===== config.mk =====
export PLATFORM = sky130hd
export DESIGN_NAME = pid_controller_step
export DESIGN_NICKNAME = d
export VERILOG_FILES = /design/src/rtl/pid_pkg.sv /design/src/rtl/pid_mul.sv /design/src/rtl/pid_controller_step.sv
export SDC_FILE = /design/constraint.sdc
export NUM_CORES = 2
export LEC_CHECK = 0
export BUFFER_PORTS_ARGS = -buffer_cell sky130_fd_sc_hd__buf_4
export CORE_ASPECT_RATIO = 1.4
export CORE_UTILIZATION = 60
export DETAILED_ROUTE_END_ITERATION = 7
export HOLD_SLACK_MARGIN = 0.05
export PLACE_DENSITY = 0.78
export SETUP_SLACK_MARGIN = 0.4
export SLEW_MARGIN = 20
export SYNTH_ARGS = -nofsm -noshare
export SYNTH_HDL_FRONTEND = slang
export SYNTH_SLANG_ARGS = --single-unit

===== constraint.sdc =====
create_clock -name clk -period 7.7 [get_ports clk]
set_input_delay 1.155 -clock clk [delete_from_list [all_inputs] [get_ports clk]]
set_output_delay 1.155 -clock clk [all_outputs]
set_load 0.1 [all_outputs]

===== src/rtl/pid_pkg.sv =====
// ---------------------------------------------------------------------------
// PID step package
// Widths, register indexes and the control bundle of the digit-serial
// multiplier shared by the PID step datapath.
// ---------------------------------------------------------------------------
`default_nettype none

package pid_pkg;

  // Field widths
  localparam int unsigned VAL_W   = 32;  // Q16.16 values and gains
  localparam int unsigned CFG16_W = 16;  // time step and rate
  localparam int unsigned ACC_W   = 48;  // Q32.16 integral, derivative, terms
  localparam int unsigned SUM_W   = ACC_W + 2;

  // Multiplier geometry: multiplicand is a sign-extended 33 bit value,
  // the multiplier operand is consumed one digit per cycle
  localparam int unsigned A_W      = VAL_W + 1;
  localparam int unsigned X_W      = ACC_W;
  localparam int unsigned DIG_W    = 4;
  localparam int unsigned HI_W     = A_W + DIG_W + 1;
  localparam int unsigned NDIG_SH  = CFG16_W / DIG_W;
  localparam int unsigned NDIG_LG  = X_W / DIG_W;
  localparam int unsigned CNT_W    = $clog2(NDIG_LG);

  // Configuration register indexes
  localparam int unsigned CFG_IDX_W = 3;
  localparam logic [CFG_IDX_W-1:0] CFG_KP   = 3'd0;
  localparam logic [CFG_IDX_W-1:0] CFG_KI   = 3'd1;
  localparam logic [CFG_IDX_W-1:0] CFG_KD   = 3'd2;
  localparam logic [CFG_IDX_W-1:0] CFG_TS   = 3'd3;
  localparam logic [CFG_IDX_W-1:0] CFG_RATE = 3'd4;

  // Reset values of the timing registers
  localparam logic [CFG16_W-1:0] TS_RST   = 16'd65;
  localparam logic [CFG16_W-1:0] RATE_RST = 16'd1000;

  // Saturation bounds
  localparam logic [VAL_W-1:0] MAX32 = {1'b0, {(VAL_W-1){1'b1}}};
  localparam logic [VAL_W-1:0] MIN32 = {1'b1, {(VAL_W-1){1'b0}}};
  localparam logic [ACC_W-1:0] MAX48 = {1'b0, {(ACC_W-1){1'b1}}};
  localparam logic [ACC_W-1:0] MIN48 = {1'b1, {(ACC_W-1){1'b0}}};

  // Request to the multiplier
  typedef struct packed {
    logic             start;
    logic             b_signed;  // top digit of the operand carries sign weight
    logic [CNT_W-1:0] last_idx;  // digit count minus one
  } mul_ctl_t;

endpackage : pid_pkg

`default_nettype wire


===== src/rtl/pid_mul.sv =====
// ---------------------------------------------------------------------------
// PID digit-serial multiplier
// Signed 33 bit multiplicand times a 48 bit operand taken four bits a cycle
// from the bottom; returns the high part and the low product bits.
// ---------------------------------------------------------------------------
`default_nettype none

module pid_mul
  import pid_pkg::*;
(
  input  wire logic                   clk,
  input  wire logic                   rst_n,
  input  wire mul_ctl_t               ctl,
  input  wire logic signed [A_W-1:0]  a_in,
  input  wire logic        [X_W-1:0]  b_in,
  output logic                        done,
  output logic signed [HI_W-1:0]      hi,
  output logic        [X_W-1:0]       lo
);

  logic                    busy_r;
  logic                    done_r;
  logic [CNT_W-1:0]        cnt_r;
  logic                    sgn_r;
  logic signed [A_W-1:0]   a_r;
  logic        [X_W-1:0]   b_r;
  logic signed [HI_W-1:0]  hi_r;

  logic                    last_dig;
  logic signed [DIG_W:0]   dig;
  logic signed [HI_W-1:0]  prod;
  logic signed [HI_W-1:0]  hi_sum;
  logic signed [HI_W-1:0]  hi_nxt;
  logic        [X_W-1:0]   b_nxt;

  // One digit step: add multiplicand times digit, shift one digit right.
  // The final digit of a signed operand has negative weight on its top bit.
  always_comb begin
    last_dig = (cnt_r == '0);
    dig      = {sgn_r & last_dig & b_r[DIG_W-1], b_r[DIG_W-1:0]};
    prod     = HI_W'(a_r) * HI_W'(dig);
    hi_sum   = hi_r + prod;
    hi_nxt   = hi_sum >>> DIG_W;
    b_nxt    = {hi_sum[DIG_W-1:0], b_r[X_W-1:DIG_W]};
  end

  // Sequencing
  always_ff @(posedge clk) begin
    if (!rst_n) begin
      busy_r <= 1'b0;
      done_r <= 1'b0;
      cnt_r  <= '0;
    end else begin
      done_r <= 1'b0;
      if (ctl.start) begin
        busy_r <= 1'b1;
        cnt_r  <= ctl.last_idx;
      end else if (busy_r) begin
        cnt_r <= cnt_r - CNT_W'(1);
        if (last_dig) begin
          busy_r <= 1'b0;
          done_r <= 1'b1;
        end
      end
    end
  end

  // Operands and partial product
  always_ff @(posedge clk) begin
    if (ctl.start) begin
      a_r   <= a_in;
      b_r   <= b_in;
      sgn_r <= ctl.b_signed;
      hi_r  <= '0;
    end else if (busy_r) begin
      b_r  <= b_nxt;
      hi_r <= hi_nxt;
    end
  end

  assign done = done_r;
  assign hi   = hi_r;
  assign lo   = b_r;

endmodule : pid_mul

`default_nettype wire


===== src/rtl/pid_controller_step.sv =====
// ---------------------------------------------------------------------------
// PID controller step
// Parallel-form PID in signed fixed point with saturating integral and a
// clip flag, built around one shared digit-serial multiplier.
// ---------------------------------------------------------------------------
// Each input transaction (target, measured, Q16.16) yields one result
// transaction: control_out = Kp*e + Ki*integral + Kd*derivative, saturated
// to 32 bits, with saturated set when any step clipped. The five products
// (e*time_step, de*rate_hz, and the three gain terms) run one after another
// through a multiplier that takes 4 bits of its operand per cycle, in 4 +
// 4 + 12 + 12 + 12 digit steps; the result is then registered. in_ready is
// high only while the datapath is idle; a finished result waits in the
// output register without holding back the next transaction. Configuration
// writes take effect at once and should be made while the block is idle.
// ---------------------------------------------------------------------------
`default_nettype none

module pid_controller_step
  import pid_pkg::*;
(
  input  wire logic                       clk,
  input  wire logic                       rst_n,
  // configuration
  input  wire logic                       cfg_we,
  input  wire logic [CFG_IDX_W-1:0]       cfg_index,
  input  wire logic [VAL_W-1:0]           cfg_data,
  // input channel
  input  wire logic                       in_valid,
  output logic                            in_ready,
  input  wire logic signed [VAL_W-1:0]    in_target_value,
  input  wire logic signed [VAL_W-1:0]    in_measured_value,
  // result channel
  output logic                            out_valid,
  input  wire logic                       out_ready,
  output logic signed [VAL_W-1:0]         out_control_out,
  output logic                            out_saturated
);

  typedef enum logic [3:0] {
    S_IDLE, S_ERR, S_TS, S_RATE, S_P, S_I, S_D, S_SUM, S_OUT
  } state_t;

  state_t                  state_r;
  logic                    out_valid_r;
  logic [VAL_W-1:0]        out_ctl_r;
  logic                    out_sat_r;

  logic [VAL_W-1:0]        kp_r, ki_r, kd_r;
  logic [CFG16_W-1:0]      ts_r, rate_r;
  logic [VAL_W-1:0]        last_r;
  logic [ACC_W-1:0]        integ_r;

  logic [VAL_W-1:0]        tgt_r, meas_r;
  logic [VAL_W-1:0]        e_r;
  logic [A_W-1:0]          de_r;
  logic [ACC_W-1:0]        d_r;
  logic [SUM_W-1:0]        sum_r;
  logic [VAL_W-1:0]        res_r;
  logic                    flag_r;

  mul_ctl_t                mctl;
  logic signed [A_W-1:0]   ma;
  logic        [X_W-1:0]   mb;
  logic                    mdone;
  logic signed [HI_W-1:0]  mhi;
  logic        [X_W-1:0]   mlo;

  logic                    accept;
  logic                    out_free;
  logic [A_W-1:0]          diff;
  logic                    e_ovf;
  logic [VAL_W-1:0]        e_clip;
  logic [A_W-1:0]          de;
  logic [ACC_W:0]          integ_sum;
  logic                    integ_ovf;
  logic [ACC_W-1:0]        integ_clip;
  logic                    d_fit;
  logic [ACC_W-1:0]        d_clip;
  logic                    term_fit;
  logic [ACC_W-1:0]        term_clip;
  logic [SUM_W-1:0]        sum_nxt;
  logic                    sum_fit;
  logic [VAL_W-1:0]        sum_clip;

  assign accept   = in_valid & in_ready;
  assign out_free = ~out_valid_r | out_ready;
  assign in_ready = (state_r == S_IDLE);

  // Error, clipped to 32 bits, and its change since the last transaction
  always_comb begin
    diff   = {tgt_r[VAL_W-1], tgt_r} - {meas_r[VAL_W-1], meas_r};
    e_ovf  = diff[A_W-1] ^ diff[VAL_W-1];
    e_clip = e_ovf ? (diff[A_W-1] ? MIN32 : MAX32) : diff[VAL_W-1:0];
    de     = {e_clip[VAL_W-1], e_clip} - {last_r[VAL_W-1], last_r};
  end

  // Integral update from floor(e * time_step / 2^16)
  always_comb begin
    integ_sum  = {integ_r[ACC_W-1], integ_r}
               + {{(ACC_W+1-VAL_W){mhi[VAL_W-1]}}, mhi[VAL_W-1:0]};
    integ_ovf  = integ_sum[ACC_W] ^ integ_sum[ACC_W-1];
    integ_clip = integ_ovf ? (integ_sum[ACC_W] ? MIN48 : MAX48)
                           : integ_sum[ACC_W-1:0];
  end

  // Derivative: product = hi * 2^16 + low 16; fits 48 bits when hi fits 32
  always_comb begin
    d_fit  = (&mhi[HI_W-1:VAL_W-1]) | ~(|mhi[HI_W-1:VAL_W-1]);
    d_clip = d_fit ? {mhi[VAL_W-1:0], mlo[X_W-1:X_W-CFG16_W]}
                   : (mhi[HI_W-1] ? MIN48 : MAX48);
  end

  // Gain term: floor(product / 2^16) = hi * 2^32 + upper 32 of the low part
  always_comb begin
    term_fit  = (&mhi[HI_W-1:ACC_W-VAL_W-1]) | ~(|mhi[HI_W-1:ACC_W-VAL_W-1]);
    term_clip = term_fit ? {mhi[ACC_W-VAL_W-1:0], mlo[X_W-1:X_W-VAL_W]}
                         : (mhi[HI_W-1] ? MIN48 : MAX48);
    sum_nxt   = sum_r + {{(SUM_W-ACC_W){term_clip[ACC_W-1]}}, term_clip};
  end

  // Final sum clipped to 32 bits
  always_comb begin
    sum_fit  = (&sum_r[SUM_W-1:VAL_W-1]) | ~(|sum_r[SUM_W-1:VAL_W-1]);
    sum_clip = sum_fit ? sum_r[VAL_W-1:0] : (sum_r[SUM_W-1] ? MIN32 : MAX32);
  end

  // Multiplier requests, one per product
  always_comb begin
    mctl.start    = 1'b0;
    mctl.b_signed = 1'b0;
    mctl.last_idx = CNT_W'(NDIG_SH - 1);
    ma            = '0;
    mb            = '0;
    case (state_r)
      S_ERR: begin
        mctl.start = 1'b1;
        ma         = {e_clip[VAL_W-1], e_clip};
        mb         = {{(X_W-CFG16_W){1'b0}}, ts_r};
      end
      S_TS: begin
        mctl.start = mdone;
        ma         = de_r;
        mb         = {{(X_W-CFG16_W){1'b0}}, rate_r};
      end
      S_RATE: begin
        mctl.start    = mdone;
        mctl.b_signed = 1'b1;
        mctl.last_idx = CNT_W'(NDIG_LG - 1);
        ma            = {kp_r[VAL_W-1], kp_r};
        mb            = {{(X_W-VAL_W){e_r[VAL_W-1]}}, e_r};
      end
      S_P: begin
        mctl.start    = mdone;
        mctl.b_signed = 1'b1;
        mctl.last_idx = CNT_W'(NDIG_LG - 1);
        ma            = {ki_r[VAL_W-1], ki_r};
        mb            = integ_r;
      end
      S_I: begin
        mctl.start    = mdone;
        mctl.b_signed = 1'b1;
        mctl.last_idx = CNT_W'(NDIG_LG - 1);
        ma            = {kd_r[VAL_W-1], kd_r};
        mb            = d_r;
      end
      default: begin
      end
    endcase
  end

  pid_mul u_mul (
    .clk   (clk),
    .rst_n (rst_n),
    .ctl   (mctl),
    .a_in  (ma),
    .b_in  (mb),
    .done  (mdone),
    .hi    (mhi),
    .lo    (mlo)
  );

  // Sequencer, configuration, controller state and output register
  always_ff @(posedge clk) begin
    if (!rst_n) begin
      state_r     <= S_IDLE;
      out_valid_r <= 1'b0;
      kp_r        <= '0;
      ki_r        <= '0;
      kd_r        <= '0;
      ts_r        <= TS_RST;
      rate_r      <= RATE_RST;
      last_r      <= '0;
      integ_r     <= '0;
    end else begin
      if (cfg_we) begin
        case (cfg_index)
          CFG_KP:   kp_r   <= cfg_data;
          CFG_KI:   ki_r   <= cfg_data;
          CFG_KD:   kd_r   <= cfg_data;
          CFG_TS:   ts_r   <= cfg_data[CFG16_W-1:0];
          CFG_RATE: rate_r <= cfg_data[CFG16_W-1:0];
          default: begin
          end
        endcase
      end

      // result leaves; in S_OUT a new result takes its place instead
      if (out_valid_r && out_ready && (state_r != S_OUT)) begin
        out_valid_r <= 1'b0;
      end

      case (state_r)
        S_IDLE: begin
          if (accept) begin
            state_r <= S_ERR;
          end
        end
        S_ERR: begin
          last_r  <= e_clip;
          state_r <= S_TS;
        end
        S_TS: begin
          if (mdone) begin
            integ_r <= integ_clip;
            state_r <= S_RATE;
          end
        end
        S_RATE: begin
          if (mdone) begin
            state_r <= S_P;
          end
        end
        S_P: begin
          if (mdone) begin
            state_r <= S_I;
          end
        end
        S_I: begin
          if (mdone) begin
            state_r <= S_D;
          end
        end
        S_D: begin
          if (mdone) begin
            state_r <= S_SUM;
          end
        end
        S_SUM: begin
          state_r <= S_OUT;
        end
        S_OUT: begin
          if (out_free) begin
            out_valid_r <= 1'b1;
            state_r     <= S_IDLE;
          end
        end
        default: begin
          state_r <= S_IDLE;
        end
      endcase
    end
  end

  // Datapath registers of the transaction in flight
  always_ff @(posedge clk) begin
    case (state_r)
      S_IDLE: begin
        if (accept) begin
          tgt_r  <= in_target_value;
          meas_r <= in_measured_value;
          sum_r  <= '0;
          flag_r <= 1'b0;
        end
      end
      S_ERR: begin
        e_r  <= e_clip;
        de_r <= de;
        if (e_ovf) begin
          flag_r <= 1'b1;
        end
      end
      S_TS: begin
        if (mdone && integ_ovf) begin
          flag_r <= 1'b1;
        end
      end
      S_RATE: begin
        if (mdone) begin
          d_r <= d_clip;
          if (!d_fit) begin
            flag_r <= 1'b1;
          end
        end
      end
      S_P, S_I, S_D: begin
        if (mdone) begin
          sum_r <= sum_nxt;
          if (!term_fit) begin
            flag_r <= 1'b1;
          end
        end
      end
      S_SUM: begin
        res_r <= sum_clip;
        if (!sum_fit) begin
          flag_r <= 1'b1;
        end
      end
      S_OUT: begin
        if (out_free) begin
          out_ctl_r <= res_r;
          out_sat_r <= flag_r;
        end
      end
      default: begin
      end
    endcase
  end

  assign out_valid       = out_valid_r;
  assign out_control_out = out_ctl_r;
  assign out_saturated   = out_sat_r;

endmodule : pid_controller_step

`default_nettype wire

==> summary.md <==
| Metric | Value |
|---|---|
| Register area share after synthesis | 41.5% |
| Final RePlAce weighted congestion | 0.966 |
| Final Hold Viols | 0 |
| Largest net degree at the start of global routing | 96 |
| Post-DP Area | 0.0410 sq mm |
| Setup violations, final | 0 |
| Root buf cell | clkbuf_16 |
| Vias in the first global route | 31,200 |
| Layout cells sized above 1 | 8.61% |
| Critical path required time | 8.10 ns |
| Non-filler cells, final | 5,008 |
| Core area | 0.0645 sq mm |
| First-pass GRT wire length | 170 mm |
| Initial core utilization | 60.9% |
| Post-DP HPWL | 80.8 mm |
| Cell total after placement | 4,893 |
| Max-slew violations | 0 |
| Initial DRC count | 2,480 |
| Most used DFF post-synth | edfxtp_1 |
| CTS tree | yes |
| Cts hold-fix bufs | 0 |
| Final TNS setup | 0 ns |
| Commonest cells post-synth | nand2_1, a21oi_1, edfxtp_1 |
| Syn_nets | 4,578 |
| Ys async rst share | 0% |
| H-tree Lvls | 2 |
| Worst-Skew Late Latency | 0.67 ns |
| CP delay by family, top | compound AO/OA/AOI/OAI gates |
| Grt total ovfl | 0 |
| CP Launch Type | flip-flop |
| Yosys cell types | 87 |
| Row count | 110 |
| Flops & latches, synth | 628 |
| Critical Path AT | 7.33 ns |
| Hold Crit Class | reg -> reg |
| Crit Path Max Fanout | 10 |
| Unrepaired setup endpoints after global routing | false |
| Die Height | 305 um |
| Slowest cell on crit path | ha_2 |
| Cells after Synth | 4,097 |
| Die Width | 218 um |
| Yosys top cell by area | edfxtp_1 |
| GRT Total Usage | 32.9% |
| Drt via density | 6.22 |
| Share of the synthesized area in the top cell type | 28.6% |
| Tcrit/Tclk final | 90.0% |
| Critical path type | reg -> reg |
| IO Port Bufs | 138 |
| Synth top area cells | edfxtp_1, dfxtp_1, ha_1 |
| Synthesized area per cell | 9.60 sq um |
| Die area | 0.0666 sq mm |
| Antenna viol nets, final | 0 |
| Initial antenna violation count | 0 |
| Fin crit period | 6.93 ns |
| Most common cell in the netlist | nand2_1 |
| Critical Path Max Stage Delay | 0.45 ns |
| Status | completed |
| Relative slew slack | 23.2% |
| Buf/Inv on CP | 2 |
| Synth warnings | 0 |
| Area delta synth->final | 9.43% |
| IO Pins | 139 |
| Clock transition at path regs | 0.06 ns |
| Design Area, Final | 0.0431 sq mm |
| Crit path capture type | flip-flop |
| Cell Area, Synth | 0.0393 sq mm |
| Routed via count | 31,200 |
| FMAX | 144 MHz |
| CTS max path bufs | 3 |
| # diodes | 0 |
| Total iterations of the first detailed-routing run | 8 |
| Drt total wl | 109 mm |
| Clk_skew | 0.0445 ns |
| Drt drc | 0 |
| Worst slew pin tran | 1.15 ns |
| Sink Count | 628 |
| Max-cap violations | 0 |
| EDFF count, synth | 375 |
| Nets | 4,599 |
| TritonCTS Buffers | 60 |
| Routed len/inst | 21.8 um |
[worst paths after layout]
kind              startpoint             endpoint  slack [ns]  depth (start not counted)
hold reg to reg    res_r[19]  out_control_out[19]        0.42                          0
setup reg to reg    tgt_r[1]             de_r[30]        0.77                         30
setup / recovery    tgt_r[1]             de_r[30]        0.77                         30
hold / removal     res_r[19]  out_control_out[19]        0.42                          0
[stage by stage]
step                setup WS, ns  hold WS [ns]  util, %
floorplan                  0.743         0.400        -
global placement           0.314         0.401     63.5
detailed placement         0.119         0.405     63.5
CTS                        0.485         0.419     66.6
global route               0.432         0.429     66.7
finish                     0.772         0.417     66.7
[cell type report]
class,instances,area (sq um)
Clock buffer,83,1740
Tap cell,840,1050
Inverter,324,1220
Timing Repair Buffer,181,1380
Sequential cell,628,16300
Multi-Input combinational cell,2923,21100
Fill cell,5169,21500
Clock inverter,29,262
[state kept, by name, indices dropped and copies added (netlist names), 4 cells and up]
name / count
u_mul.a_r: 33
e_r: 32
rate_r: 16
sum_r: 50
u_mul.hi: 34
ts_r: 16
ki_r: 32
de_r: 33
out_control_out: 32
state_r: 4
kd_r: 32
last_r: 32
integ_r: 48
kp_r: 32
res_r: 32
u_mul.cnt_r: 4
tgt_r: 32
meas_r: 32
u_mul.lo: 48
d_r: 48
[layer usage]
| metal | routed length, um | track usage [%] | vias to the layer above |
|---|---|---|---|
| li1 | - | - | 14600 |
| met1 | 39900 | 37.1 | 15000 |
| met2 | 54600 | 57.5 | 1241 |
| met3 | 6400 | 4.24 | 388 |
| met4 | 8180 | 22.2 | 0 |
| met5 | 0 | 0 | - |
[layout by cell type, fill, tap and decap left out, drive strengths merged, types with 14 or more instances in the layout]
cell type and n:
nand2 437, a21oi 405, edfxtp 375, inv 327
nor2 259, dfxtp 253, a21o 247, ha 239
o21ai 183, buf 181, and2 150, fa 138
xnor2 119, clkbuf 83, xor2 65, nand3 60
a31oi 56, a22oi 53, a221oi 41, a211oi 39
nand4 33, mux2i 33, maj3 33, and3 28
o21a 28, nor3 28, o21bai 24, a22o 23
nand2b 20, clkinv 19, nor2b 17, a222oi 16
nor4 15, o211ai 14, o31ai 14
[worst reg2reg max path, delay by kind of cell (launching register included)]
| family | cells | cell delay (ns) |
|---|---|---|
| adders and majority gates | 4 | 1.39 |
| buffers and inverters | 2 | 0.26 |
| xor gates and xnor gates | 2 | 0.21 |
| and+or+nand+nor | 5 | 0.69 |
| DFF | 1 | 0.43 |
| AOI/OAI and AO/OA | 17 | 3.68 |
[what timing repair did]
action / 4_1_cts / 5_1_grt
gates cloned: 0 / 0
gates resized for setup: 4 / 14
pin swaps: 1 / 1
buffers inserted: 1 / 0
endpoints found under the setup margin: 5 / 6
[cells by family after synthesis]
kind of cell	after synthesis	synth area share, %
AND/OR/NAND/NOR	1084	12.6
multiplexers	35	0.897
XOR/XNOR	184	4.12
buffers and inverters	546	5.31
AO/OA/AOI/OAI	1210	20.1
flip-flops	628	41.5
adder cells (fa/ha/maj)	410	15.5
Power is not shown: default switching activity piles up to over one toggle a cycle in this logic, so the estimate is an artifact.
